### src/sv/rcde_pkg.sv
// rcde_pkg: shared constants and the digit-to-ASCII function of the radix
// conversion digit emitter.
// No dependencies.
package rcde_pkg;

	localparam int DEF_VALUE_BITS = 31;
	localparam int DEF_MAX_DIGITS = 31;

	localparam int RADIX_BITS  = 5;
	localparam int DIGIT_BITS  = 4;
	localparam int CHAR_BITS   = 7;
	localparam int OUT_TDATA_W = ((DIGIT_BITS + CHAR_BITS + 7) / 8) * 8;

	localparam logic [RADIX_BITS-1:0] RADIX_MIN = 5'd2;
	localparam logic [RADIX_BITS-1:0] RADIX_MAX = 5'd16;

	localparam logic [DIGIT_BITS-1:0] LETTER_BASE = 4'd10;
	localparam logic [CHAR_BITS-1:0]  CHAR_ZERO   = 7'h30;
	localparam logic [CHAR_BITS-1:0]  CHAR_A      = 7'h41;

	function automatic logic [CHAR_BITS-1:0] ascii_of(input logic [DIGIT_BITS-1:0] d);
		logic [CHAR_BITS-1:0] d_w;
		d_w = {{(CHAR_BITS-DIGIT_BITS){1'b0}}, d};
		if (d < LETTER_BASE)
			return CHAR_ZERO + d_w;
		return CHAR_A + d_w - {{(CHAR_BITS-DIGIT_BITS){1'b0}}, LETTER_BASE};
	endfunction

endpackage

### src/sv/rcde_ram.sv
// rcde_ram: generic single-write, single-read synchronous RAM with a
// registered read port. No dependencies.
module rcde_ram #(
	parameter int WIDTH = 4,
	parameter int DEPTH = 31
) (
	input  logic                     clk,
	input  logic                     we,
	input  logic [$clog2(DEPTH)-1:0] waddr,
	input  logic [WIDTH-1:0]         wdata,
	input  logic                     re,
	input  logic [$clog2(DEPTH)-1:0] raddr,
	output logic [WIDTH-1:0]         rdata
);

	logic [WIDTH-1:0] mem [DEPTH];
	logic [WIDTH-1:0] rdata_q;

	always_ff @(posedge clk) begin
		if (we)
			mem[waddr] <= wdata;
		if (re)
			rdata_q <= mem[raddr];
	end

	assign rdata = rdata_q;

endmodule

### src/sv/rcde_div.sv
// rcde_div: restoring divider, one quotient bit per cycle, for a wide
// dividend over a narrow radix. Depends on rcde_pkg.
module rcde_div #(
	parameter int VALUE_BITS = rcde_pkg::DEF_VALUE_BITS
) (
	input  logic                            clk,
	input  logic                            arst_n,
	input  logic                            start,
	input  logic [VALUE_BITS-1:0]           dividend,
	input  logic [rcde_pkg::RADIX_BITS-1:0] divisor,
	output logic                            done,
	output logic [VALUE_BITS-1:0]           quotient,
	output logic [rcde_pkg::DIGIT_BITS-1:0] remainder
);
	import rcde_pkg::*;

	localparam int CNT_W = $clog2(VALUE_BITS + 1);

	logic                  busy_q;
	logic                  done_q;
	logic [CNT_W-1:0]      cnt_q;
	logic [VALUE_BITS-1:0] quo_q;
	logic [RADIX_BITS-1:0] rem_q;
	logic [RADIX_BITS-1:0] dvs_q;

	logic [RADIX_BITS:0]   partial;
	logic [RADIX_BITS:0]   diff;
	logic                  ge;

	assign partial = {rem_q, quo_q[VALUE_BITS-1]};
	assign ge      = partial >= {1'b0, dvs_q};
	assign diff    = partial - {1'b0, dvs_q};

	always_ff @(posedge clk or negedge arst_n) begin
		if (!arst_n) begin
			busy_q <= 1'b0;
			done_q <= 1'b0;
			cnt_q  <= '0;
		end else if (start) begin
			busy_q <= 1'b1;
			done_q <= 1'b0;
			cnt_q  <= CNT_W'(VALUE_BITS);
		end else if (busy_q) begin
			cnt_q <= cnt_q - 1'b1;
			if (cnt_q == CNT_W'(1)) begin
				busy_q <= 1'b0;
				done_q <= 1'b1;
			end
		end else begin
			done_q <= 1'b0;
		end
	end

	always_ff @(posedge clk) begin
		if (start) begin
			quo_q <= dividend;
			rem_q <= '0;
			dvs_q <= divisor;
		end else if (busy_q) begin
			quo_q <= {quo_q[VALUE_BITS-2:0], ge};
			rem_q <= ge ? diff[RADIX_BITS-1:0] : partial[RADIX_BITS-1:0];
		end
	end

	assign done      = done_q;
	assign quotient  = quo_q;
	assign remainder = rem_q[DIGIT_BITS-1:0];

endmodule

### src/sv/radix_conversion_digit_emitter_unit.sv
// radix_conversion_digit_emitter_unit: converts an integer to digits in
// radix 2..16, most significant first. Depends on rcde_pkg, rcde_div, rcde_ram.
//
// channel  dir  tdata (low bit up)                       tlast
// s_*      in   value[VALUE_BITS], radix[5], zero pad    -
// m_*      out  digit_value[4], digit_char[7], zero pad  last digit
//
// Each digit comes from the bit-serial divider and is then popped from the
// digit RAM through a read state and a load state (ST_RD, ST_LOAD).
// Items with a bad radix or a zero value are taken with no output.
// A stalled output holds the pop sequencer; the next item is taken while
// the last digit still waits. Reset clears control state only.
module radix_conversion_digit_emitter_unit #(
	parameter int VALUE_BITS = rcde_pkg::DEF_VALUE_BITS,
	parameter int MAX_DIGITS = rcde_pkg::DEF_MAX_DIGITS
) (
	input  logic clk,
	input  logic arst_n,
	input  logic s_tvalid,
	output logic s_tready,
	// value, radix, zero pad
	input  logic [((VALUE_BITS+rcde_pkg::RADIX_BITS+7)/8)*8-1:0] s_tdata,
	output logic m_tvalid,
	input  logic m_tready,
	// digit_value, digit_char, zero pad
	output logic [rcde_pkg::OUT_TDATA_W-1:0] m_tdata,
	output logic m_tlast
);
	import rcde_pkg::*;

	localparam int CNT_W  = $clog2(MAX_DIGITS + 1);
	localparam int ADDR_W = $clog2(MAX_DIGITS);

	localparam logic [1:0] ST_IDLE = 2'd0;
	localparam logic [1:0] ST_DIV  = 2'd1;
	localparam logic [1:0] ST_RD   = 2'd2;
	localparam logic [1:0] ST_LOAD = 2'd3;

	logic [1:0]            state_q;
	logic [1:0]            state_d;
	logic [CNT_W-1:0]      cnt_q;
	logic [CNT_W-1:0]      cnt_d;
	logic [RADIX_BITS-1:0] radix_q;

	logic                  m_valid_q;
	logic [DIGIT_BITS-1:0] dig_q;
	logic                  last_q;

	logic [VALUE_BITS-1:0] in_value;
	logic [RADIX_BITS-1:0] in_radix;
	logic                  radix_ok;

	logic                  div_start;
	logic                  div_done;
	logic [VALUE_BITS-1:0] div_dividend;
	logic [RADIX_BITS-1:0] div_divisor;
	logic [VALUE_BITS-1:0] div_quo;
	logic [DIGIT_BITS-1:0] div_rem;

	logic                  ram_we;
	logic                  ram_re;
	logic [CNT_W-1:0]      cnt_m1;
	logic [DIGIT_BITS-1:0] ram_rdata;
	logic                  out_free;
	logic                  more;

	assign in_value = s_tdata[VALUE_BITS-1:0];
	assign in_radix = s_tdata[VALUE_BITS +: RADIX_BITS];
	assign radix_ok = (in_radix >= RADIX_MIN) && (in_radix <= RADIX_MAX);

	assign s_tready = (state_q == ST_IDLE);
	assign out_free = !m_valid_q || m_tready;
	assign cnt_m1   = cnt_q - 1'b1;
	assign more     = (div_quo != '0) && (cnt_q + 1'b1 < CNT_W'(MAX_DIGITS));

	assign div_dividend = (state_q == ST_IDLE) ? in_value : div_quo;
	assign div_divisor  = (state_q == ST_IDLE) ? in_radix : radix_q;

	always_comb begin
		state_d   = state_q;
		cnt_d     = cnt_q;
		div_start = 1'b0;
		ram_we    = 1'b0;
		ram_re    = 1'b0;
		unique case (state_q)
			ST_IDLE: begin
				cnt_d = '0;
				if (s_tvalid && radix_ok && in_value != '0) begin
					div_start = 1'b1;
					state_d   = ST_DIV;
				end
			end
			ST_DIV: begin
				if (div_done) begin
					ram_we = 1'b1;
					cnt_d  = cnt_q + 1'b1;
					if (more) begin
						div_start = 1'b1;
					end else begin
						state_d = ST_RD;
					end
				end
			end
			ST_RD: begin
				if (out_free) begin
					ram_re  = 1'b1;
					state_d = ST_LOAD;
				end
			end
			ST_LOAD: begin
				cnt_d   = cnt_m1;
				state_d = (cnt_m1 == '0) ? ST_IDLE : ST_RD;
			end
			default: state_d = ST_IDLE;
		endcase
	end

	always_ff @(posedge clk or negedge arst_n) begin
		if (!arst_n) begin
			state_q   <= ST_IDLE;
			cnt_q     <= '0;
			m_valid_q <= 1'b0;
		end else begin
			state_q <= state_d;
			cnt_q   <= cnt_d;
			if (state_q == ST_LOAD)
				m_valid_q <= 1'b1;
			else if (m_tready)
				m_valid_q <= 1'b0;
		end
	end

	always_ff @(posedge clk) begin
		if (state_q == ST_IDLE && s_tvalid)
			radix_q <= in_radix;
		if (state_q == ST_LOAD) begin
			dig_q  <= ram_rdata;
			last_q <= (cnt_m1 == '0);
		end
	end

	rcde_div #(
		.VALUE_BITS(VALUE_BITS)
	) u_div (
		.clk      (clk),
		.arst_n   (arst_n),
		.start    (div_start),
		.dividend (div_dividend),
		.divisor  (div_divisor),
		.done     (div_done),
		.quotient (div_quo),
		.remainder(div_rem)
	);

	rcde_ram #(
		.WIDTH(DIGIT_BITS),
		.DEPTH(MAX_DIGITS)
	) u_stack (
		.clk  (clk),
		.we   (ram_we),
		.waddr(cnt_q[ADDR_W-1:0]),
		.wdata(div_rem),
		.re   (ram_re),
		.raddr(cnt_m1[ADDR_W-1:0]),
		.rdata(ram_rdata)
	);

	assign m_tvalid = m_valid_q;
	assign m_tlast  = last_q;
	assign m_tdata  = {{(OUT_TDATA_W-DIGIT_BITS-CHAR_BITS){1'b0}}, ascii_of(dig_q), dig_q};

	a_load_into_free: assert property (@(posedge clk) disable iff (!arst_n)
		(state_q == ST_LOAD) |-> !m_valid_q)
		else $error("digit loaded over an untaken item");

	a_count_bound: assert property (@(posedge clk) disable iff (!arst_n)
		cnt_q <= CNT_W'(MAX_DIGITS))
		else $error("digit count beyond stack depth");

	a_push_on_done: assert property (@(posedge clk) disable iff (!arst_n)
		ram_we |-> (state_q == ST_DIV) && div_done)
		else $error("stack write without divider result");

	a_last_ends_run: assert property (@(posedge clk) disable iff (!arst_n)
		(state_q == ST_LOAD) && (cnt_q == CNT_W'(1)) |=> (state_q == ST_IDLE) && m_tlast)
		else $error("final digit did not end the run");

endmodule
### config.mk
export PLATFORM = sky130hd
export DESIGN_NAME = radix_conversion_digit_emitter_unit
export DESIGN_NICKNAME = d
export VERILOG_FILES = /design/src/sv/rcde_pkg.sv /design/src/sv/rcde_ram.sv /design/src/sv/rcde_div.sv /design/src/sv/radix_conversion_digit_emitter_unit.sv
export SDC_FILE = /design/constraint.sdc
export NUM_CORES = 1
export LEC_CHECK = 0
export BUFFER_PORTS_ARGS = -buffer_cell sky130_fd_sc_hd__buf_4
export CORE_ASPECT_RATIO = 0.9
export CORE_MARGIN = 10
export CORE_UTILIZATION = 50
export DETAILED_ROUTE_END_ITERATION = 8
export GPL_TIMING_DRIVEN = 1
export PLACE_DENSITY = 0.68
export REMOVE_ABC_BUFFERS = 1
export SLEW_MARGIN = 40
export SYNTH_ARGS = -nofsm -noshare
export SYNTH_HDL_FRONTEND = slang
export SYNTH_SLANG_ARGS = --single-unit
### constraint.sdc
create_clock -name clk -period 4.7 [get_ports clk]
set_input_delay 1.41 -clock clk [delete_from_list [all_inputs] [get_ports clk]]
set_output_delay 1.41 -clock clk [all_outputs]
set_load 0.1 [all_outputs]
==> flow_summary.toml, run 1 <==
[synth]
synth_top_family_by_area = "multiplexers"
ys_seq_area_share_pct = 66.5
async_flop_share_pct = 7.73
synth-adder-area-share_pct = 2.13
synth_compound_area_share_pct = 4.37
synth_cells = 549
yosys.area_share.simple_pct = 8.35
ys_warn_count = 0
synth-seq-cells = 194
netlist_area_mm2 = 0.00857
synth.distinct_cells = 58
synth_edf_count = 174
synth.area.mux_share_pct = 14.2
postSynthAreaPerCell_um2 = 15.6
synth_xor_area_share_pct = 1.40
synthFlopType = "edfxtp_1"

[flow_run]
maxCapViolCount = 0

[critical_path]
cp-start-kind = "flop"
critical_path_class = "reg2out"
r2r_end = "u_stack.rdata[1]"
r2r_start = "cnt_q[0]"
worstPathArrival_ns = 1.77
cp-end-kind = "primary output"
regToRegSetupSlack_ns = 1.65
crit_fanout = 5
rr_worst_depth = 8
critPathRequiredTime_ns = 3.29

[placement]
gp_congestion = 0.824
place_area_mm2 = 0.00917
io_buffers = 53
dp_slack_ns = 1.07
dpl.hpwl_mm = 11.5
placed_cells = 801

[clock_network]
postCtsResizedCells = 0
root_buffer = "clkbuf_16"
post_cts_buffers = 0
clkLatencyLatePin_ns = 0.44
cts_made_buffers = 17
cts_buffer_depth = 2
postCtsHoldBufs = 0
cts_tree = "done"
clkSinkCount = 194
htree_levels = 4
clkSlewWorstSetupHoldPaths_ns = 0.07

[worst_hold_path]
min-delay-start = "u_stack.rdata[1]"
whs_endpoint = "dig_q[1]"
hold_path_class = "reg2reg"
min_path_cells = 0

[sta]
setup_slack_ns = 1.52
setup_viol = 0
max_freq_ghz = 0.314
drv_slew = 0
skew_ns = 0.0115
min_period_ns = 3.18
slew_headroom_pct = 48.9
rsz0062_at_grt = "false"
tightest_slew_ns = 0.762
post-route-period-util_pct = 67.7
hold_viol = 0

[floorplan]
fp.coreArea_mm2 = 0.0168
placementRows = 45
ios = 63
start_util_pct = 50.9
fp.dieW_um = 158
die_h_um = 144
die_area_mm2 = 0.0228

[run_status]
outcome = "finished clean"

[routing]
dr.pass1.iters = 5
via_per_inst = 5.78
vias = 4811
drtAntennaViolNets = 0
detail_route.iter0.violations = 505
routed_wl_mm = 16.9
wl_per_cell_um = 20.3
route.detailed.drc = 0

[finish]
nets = 667
area_growth_pct = 14.2
fillerInstances = 1260
layout_commonest_cell = "edfxtp_1"
fin_area_mm2 = 0.00978
fin_cells = 833
antennaDiodeCount = 0
layout_common_cells = "174 x edfxtp_1, 61 x buf_4, 52 x nor2_1"
register_area_mm2 = 0.00570
multiInputGateArea_mm2 = 0.00265
layout-drive-gt1-share_pct = 26.4

[global_routing]
grtUsageTotal_pct = 15.3
grt_pass1_vias = 4923
grt_pass1_wl_mm = 26.4
antenna_found_initial = 0
grt_max_degree = 39
gr-total-overflow = 0

[pwr]
p_total_w = 0.00638
leakagePower_nw = 3.42
p_per_area_mw_per_mm2 = 653
vdd_drop_max_mv = 0.407
critical path: stages, from the launching register on:
cell      delay (ns)
edfxtp_1        0.46
o21ai_1         0.39
nand2_1         0.09
o21ai_0         0.08
buf_4           0.32
report_power, final:
group | internal [W] | switching [W]
registers | 0.00244 | 0.000210
clock network | 0.000818 | 0.000662
logic | 0.000975 | 0.00128
total | 0.00423 | 0.00216
worst max-delay path by stage:
| stage | to | start | depth (start not counted) |
|---|---|---|---|
| floorplan | m_tdata[8] | dig_q[3] | 3 |
| global placement | u_div.quotient[13] | s_tdata[32] | 6 |
| detailed placement | u_div.quotient[23] | s_tdata[32] | 7 |
| CTS | m_tdata[5] | dig_q[2] | 4 |
| global route | m_tdata[6] | dig_q[1] | 5 |
| finish | m_tdata[5] | dig_q[2] | 4 |
flip-flops by register name, summed over array words and instances, names as in the netlist, 2 cells and up:
register,count
u_div.quotient,31
u_div.cnt_q,5
state_q,2
u_stack.mem,124
u_stack.rdata,4
dig_q,4
radix_q,5
u_div.rem_q,5
cnt_q,5
u_div.dvs_q,5
cells by family (layout without fill, tap and decap cells):
group                      Yosys count  after routing
buffers and inverters               45            114
other                                1              5
AOI/OAI and AO/OA                   57             57
muxes                               77             77
adders and majority gates           14             14
DFF                                194            194
xor gates and xnor gates            12             12
and+or+nand+nor                    149            149
cell type report:
| cell class | count | area share (%) |
|---|---|---|
| inverters | 20 | 0.767 |
| clock inverters | 13 | 1.71 |
| clock buffers | 19 | 4.53 |
| flip-flops and latches | 194 | 58.3 |
| multi-input cells | 314 | 27.1 |
| well taps | 211 | 2.70 |
| repair buffers | 62 | 4.96 |
metrics by stage:
stage / utilization, % / hold WS, ns / setup TNS, ns
floorplan: - / 0.400 / -19.47
global placement: 54.3 / 0.405 / 0
detailed placement: 54.5 / 0.407 / 0
CTS: 58.1 / 0.422 / 0
global route: 58.1 / 0.442 / 0
finish: 58.1 / 0.421 / 0
synth_stat cells, drive strengths merged, types with 7 or more instances:
| cell | count | share of area, % |
|---|---|---|
| nand2 | 38 | 1.7 |
| o21ai | 16 | 0.98 |
| mux2 | 36 | 4.7 |
| a211oi | 7 | 0.61 |
| nor2 | 53 | 2.4 |
| dfrtp | 15 | 4.4 |
| nand2b | 8 | 0.58 |
| edfxtp | 174 | 61 |
| mux2i | 11 | 1.3 |
| ha | 13 | 1.9 |
| nor4 | 15 | 1.1 |
| buf | 19 | 1.9 |
| inv | 20 | 0.88 |
| a21oi | 12 | 0.70 |
| mux4 | 30 | 8.1 |
| xnor2 | 8 | 0.91 |
per-layer routing:
| layer | share of wire [%] | GRT usage, % | vias up | routed length [µm] |
|---|---|---|---|---|
| met5 | 0 | 0 | - | 0 |
| met4 | 1.7 | 5.55 | 0 | 291 |
| met2 | 49 | 24.8 | 117 | 8330 |
| li1 | - | - | 2232 | - |
| met1 | 44 | 19.4 | 2443 | 7510 |
| met3 | 4.6 | 4.25 | 19 | 770 |
No activity file was read; power rests on OpenSTA's default activity.
==> run 2: changes to the inputs <==
- ABC_AREA: default -> 1
- clock period: 4.7 -> 3.2 ns (I/O delays scaled with it)
==> run 2 against run 1 <==
  * Clock skew down 0.0038 ns
  * Clock power grew 47%
  * Count of clock-buffer cells in the layout fell by 2
  * Largest cell class unchanged
  * Global-route usage is 0.82 points higher
==> flow_summary.toml, run 2 <==
[run_status]
outcome = "finished clean"

[pwr]
leakagePower_nw = 3.99
vdd_drop_max_mv = 0.407
p_per_area_mw_per_mm2 = 487

[sta]
setup_viol = 0
drv_slew = 0
post-route-period-util_pct = 87.8
max_freq_ghz = 0.356
min_period_ns = 2.81
skew_ns = 0.00768
rsz0062_at_grt = "false"
hold_viol = 0
slew_headroom_pct = 57.8
tightest_slew_ns = 0.633

[finish]
fin_area_mm2 = 0.0103
fillerInstances = 1528
layout_commonest_cell = "nand2_1"
nets = 1001
largest_reg_flops = 124
fin_cells = 1196
area_growth_pct = 13.2
layout_common_cells = "185 x nand2_1, 174 x edfxtp_1, 155 x nor2_1"
layout-drive-gt1-share_pct = 13.4
antennaDiodeCount = 0
regMostFlops = "u_stack.mem"

[critical_path]
critPathRequiredTime_ns = 2.24
rr_worst_depth = 10
worstPathArrival_ns = 1.85
cp-start-kind = "flop"
cp-end-kind = "primary output"
r2r_end = "u_div.quotient[18]"
crit_fanout = 4
r2r_start = "cnt_q[0]"
regToRegSetupSlack_ns = 0.65
critical_path_class = "reg2out"

[synth]
yosysTopAreaCellShare_pct = 57.7
synth_top_area_cell = "edfxtp_1"
ys_top_cells_by_count = "185 x nand2_1, 174 x edfxtp_1, 155 x nor2_1"
ys_warn_count = 0
async_flop_share_pct = 7.73
synth.distinct_cells = 41
synth.most_common_cell = "nand2_1"
synthTopCellsByArea = "edfxtp_1 58%, nand2_1 7.7%, nor2_1 6.4%"
synth-seq-cells = 194
netlist_area_mm2 = 0.00906
synth_edf_count = 174
ys_seq_area_share_pct = 62.9
synth_cells = 893
synthFlopType = "edfxtp_1"
postSynthAreaPerCell_um2 = 10.1

[routing]
via_per_inst = 5.22
drtAntennaViolNets = 0
vias = 6247
wl_per_cell_um = 15.9
dr.pass1.iters = 5
detail_route.iter0.violations = 451
route.detailed.drc = 0
routed_wl_mm = 19.0

[global_routing]
grt_pass1_wl_mm = 30.6
antenna_found_initial = 0
grt_pass1_vias = 6074
gr-total-overflow = 0
grt_max_degree = 63
grtUsageTotal_pct = 16.2

[placement]
place_area_mm2 = 0.00966
dpl.hpwl_mm = 12.5
io_buffers = 53
placed_cells = 1164
gp_congestion = 0.829

[clock_network]
root_buffer = "clkbuf_16"
cts_made_buffers = 17
cts_tree = "done"
htree_levels = 4
postCtsResizedCells = 0
clkSinkCount = 194
cts_buffer_depth = 2
clkSlewWorstSetupHoldPaths_ns = 0.07
clkLatencyLatePin_ns = 0.44
postCtsHoldBufs = 0
post_cts_buffers = 0

[floorplan]
die_area_mm2 = 0.0239
fp.coreArea_mm2 = 0.0177
die_h_um = 148
placementRows = 46
ios = 63
fp.dieW_um = 162
start_util_pct = 51.1

[flow_run]
maxCapViolCount = 0

[worst_hold_path]
hold_path_class = "in2async"
-- run 2: changes by cell type in the layout (fill, tap and decap cells not counted), sizes merged, moves of 5 or more --
cell	previous run	this run
mux4	30	0
nand2	38	188
xnor2	8	3
nand2b	8	0
mux2	36	0
nor2	53	159
a211oi	7	0
o211ai	2	32
nor4	15	0
mux2i	11	0
inv	26	95
o21ai	16	96
nand3	6	47
-- run 2: worst max-delay path by stage --
| stage | startpoint | end | slack (ns) | cells after the start |
|---|---|---|---|---|
| final | dig_q[1] | m_tdata[5] | 0.39 | 5 |
| after global placement | s_tdata[1] | u_div.quotient[14] | 0.45 | 13 |
| after floorplan | dig_q[1] | m_tdata[8] | -1.99 | 5 |
| after global routing | dig_q[2] | m_tdata[5] | 0.21 | 5 |
| after detailed placement | s_tdata[1] | u_div.quotient[13] | 0.42 | 13 |
| after CTS | dig_q[1] | m_tdata[5] | 0.39 | 5 |
-- run 2: cells by family after synthesis --
family,Yosys count,synth area share (%)
other,1,0.0414
xor gates and xnor gates,7,0.760
adders and majority gates,14,2.02
AOI/OAI and AO/OA,139,9.00
DFF,194,62.9
buffers and inverters,129,6.38
and+or+nand+nor,409,18.9
-- run 2: per-stage QoR --
| step | worst slack (ns) | hold slack [ns] | setup TNS (ns) | power, W | util (%) |
|---|---|---|---|---|---|
| floorplan | -1.99 | 0.400 | -114.81 | 0.00281 | - |
| global placement | 0.453 | 0.405 | 0 | 0.00286 | 54.5 |
| detailed placement | 0.419 | 0.405 | 0 | 0.00286 | 54.5 |
| CTS | 0.391 | 0.370 | 0 | 0.00502 | 57.9 |
| global route | 0.205 | 0.378 | 0 | 0.00513 | 57.9 |
| finish | 0.389 | 0.375 | 0 | 0.00499 | 57.9 |
-- run 2: layout make-up --
class | count | area (µm²) | area share [%]
Inverter | 90 | 338 | 3.29
Tap cell | 240 | 300 | 2.93
Clock buffer | 17 | 425 | 4.15
Sequential cell | 194 | 5700 | 55.6
Multi-Input combinational cell | 574 | 2800 | 27.3
Timing Repair Buffer | 66 | 520 | 5.07
Clock inverter | 15 | 178 | 1.73
-- run 2: power breakdown --
part	internal, W	switching [W]	total [W]	leakage [nW]
Combinational	0.0000367	0.0000534	0.0000901	1.87
Sequential	0.00272	0.0000000000000000000485	0.00272	1.82
Clock	0.00124	0.000946	0.00218	0.297
Total	0.00399	0.00100	0.00499	3.99
-- run 2: metal layers --
| layer | up-vias | track usage [%] | share of wire, % |
|---|---|---|---|
| li1 | 3100 | - | - |
| met1 | 2938 | 21.0 | 45 |
| met2 | 178 | 25.9 | 47 |
| met3 | 31 | 3.44 | 5.8 |
| met4 | 0 | 6.27 | 1.9 |
| met5 | - | 0 | 0 |
-- run 2: worst max-delay path: stages (launching register included) --
cell and delay (ns):
edfxtp_1 0.37, inv_1 0.06, a21oi_1 0.33, inv_1 0.14
o21ai_0 0.19, buf_4 0.32
==> run 3: changes to the inputs <==
- CORE_ASPECT_RATIO: 0.9 -> default
==> run 3 against run 2 <==
  * Combinational power decreased by 0.8%
  * Critical path type unchanged
  * Worst hold slack improved by 0.0048 ns
  * Die area about the same
==> flow_summary.toml, run 3 (same netlist as run 2, synthesis figures left out) <==
[run_status]
outcome = "finished clean"

[floorplan]
die_h_um = 155
fp.dieW_um = 155
fp.coreArea_mm2 = 0.0179
placementRows = 49
ios = 63
die_area_mm2 = 0.0239
start_util_pct = 50.6

[sta]
hold_viol = 0
slew_headroom_pct = 58.2
post-route-period-util_pct = 86.3
setup_slack_ns = 0.437
drv_slew = 0
rsz0062_at_grt = "false"
max_freq_ghz = 0.362
min_period_ns = 2.76
whs_ns = 0.379
setup_viol = 0
tightest_slew_ns = 0.627
skew_ns = 0.0114
setup_tns_ns = 0

[global_routing]
antenna_found_initial = 0
grt_max_degree = 63
gr-total-overflow = 0
grt_pass1_wl_mm = 30.3
grtUsageTotal_pct = 15.7
grt_pass1_vias = 6016

[placement]
io_buffers = 53
gp_congestion = 0.845
dpl.hpwl_mm = 12.3
dp_slack_ns = 0.405

[routing]
routed_wl_mm = 18.7
route.detailed.drc = 0
drtAntennaViolNets = 0
dr_wl_met2_mm = 9.21
vias = 6216
routed-wl-met3_mm = 1.10
dr.pass1.iters = 4
dr.max_layer_used = "met4"
wl_met1_mm = 8.25
detail_route.iter0.violations = 499
wl_per_cell_um = 15.8
via_per_inst = 5.25

[clock_network]
postCtsHoldBufs = 0
post_cts_buffers = 0
clkLatencyLatePin_ns = 0.43
htree_levels = 4
clkSlewWorstSetupHoldPaths_ns = 0.07
cts_made_buffers = 17
postCtsResizedCells = 0
root_buffer = "clkbuf_16"
clkSinkCount = 194
cts_buffer_depth = 2
cts_tree = "done"

[critical_path]
cp-end-kind = "primary output"
crit_fanout = 4
r2r_end = "u_div.quotient[2]"
regToRegSetupSlack_ns = 0.65
critPathRequiredTime_ns = 2.24
crit_end = "m_tdata[5]"
rr_worst_depth = 10
cp-start-kind = "flop"
cp-startpoint = "dig_q[1]"
worstPathArrival_ns = 1.80
r2r_start = "cnt_q[0]"
critical_path_class = "reg2out"

[pwr]
p_total_w = 0.00501
vdd_drop_max_mv = 0.391
leakagePower_nw = 3.96
p_per_area_mw_per_mm2 = 490

[finish]
nets = 999
largest_reg_flops = 124
regMostFlops = "u_stack.mem"
fillerInstances = 1553
layout_common_cells = "185 x nand2_1, 174 x edfxtp_1, 155 x nor2_1"
layout-drive-gt1-share_pct = 12.7
layout_commonest_cell = "nand2_1"
area_growth_pct = 12.8
antennaDiodeCount = 0

[worst_hold_path]
hold_path_class = "in2async"

[flow_run]
maxCapViolCount = 0
## run 3: changes by cell type in the layout (fill, tap and decap cells not counted), sizes merged
| cell | previous run | this run |
|---|---|---|
| clkinvlp | 1 | 3 |
| bufinv | 3 | 4 |
| clkbuf | 17 | 21 |
| buf | 66 | 64 |
| clkinv | 6 | 5 |
| inv | 95 | 89 |
## run 3: cell type report
class / count / area [µm²] / share of cell area [%]
sequential: 194 / 5700 / 55.8
multi-input combinational: 574 / 2800 / 27.4
timing repair buffer: 64 / 493 / 4.82
clock buffer: 21 / 440 / 4.31
inverter: 90 / 338 / 3.31
tap: 229 / 287 / 2.80
clock inverter: 11 / 164 / 1.60
## run 3: layer usage
layer	track usage (%)	up-vias
li1	-	3091
met1	19.8	2932
met2	26.2	178
met3	3.85	15
met4	4.68	0
met5	0	-
## run 3: worst min path at each step
stage | from | end | slack [ns] | cells past startpoint
after global routing | arst_n | u_div.cnt_q[1] | 0.38 | 1
after global placement | u_stack.rdata[0] | dig_q[0] | 0.40 | 0
after CTS | arst_n | u_div.cnt_q[2] | 0.38 | 1
after floorplan | u_stack.rdata[0] | dig_q[0] | 0.40 | 0
after detailed placement | u_stack.rdata[0] | dig_q[0] | 0.42 | 0
final | arst_n | u_div.cnt_q[1] | 0.38 | 1
## run 3: report_power, final
group | total (W) | switching, W | leakage (nW) | internal, W
clock | 0.00220 | 0.000895 | 0.282 | 0.00130
combinational | 0.0000894 | 0.0000528 | 1.86 | 0.0000366
sequential | 0.00272 | 0.0000000000000000000536 | 1.82 | 0.00272
## run 3: worst max-delay path, stage by stage, from the launching register on
cell	delay, ns
edfxtp_1	0.38
inv_1	0.07
a21oi_1	0.30
inv_1	0.14
o21ai_0	0.17
buf_4	0.32
## run 3: metrics by stage
stage	util [%]	std cells	instance area, µm²
3_5_place_dp	53.7	1151	9610
2_1_floorplan	-	858	8830
4_1_cts	57.1	1183	10200
3_3_place_gp	53.7	1151	9610
5_1_grt	57.1	1183	10200
6_report	57.1	1183	10200
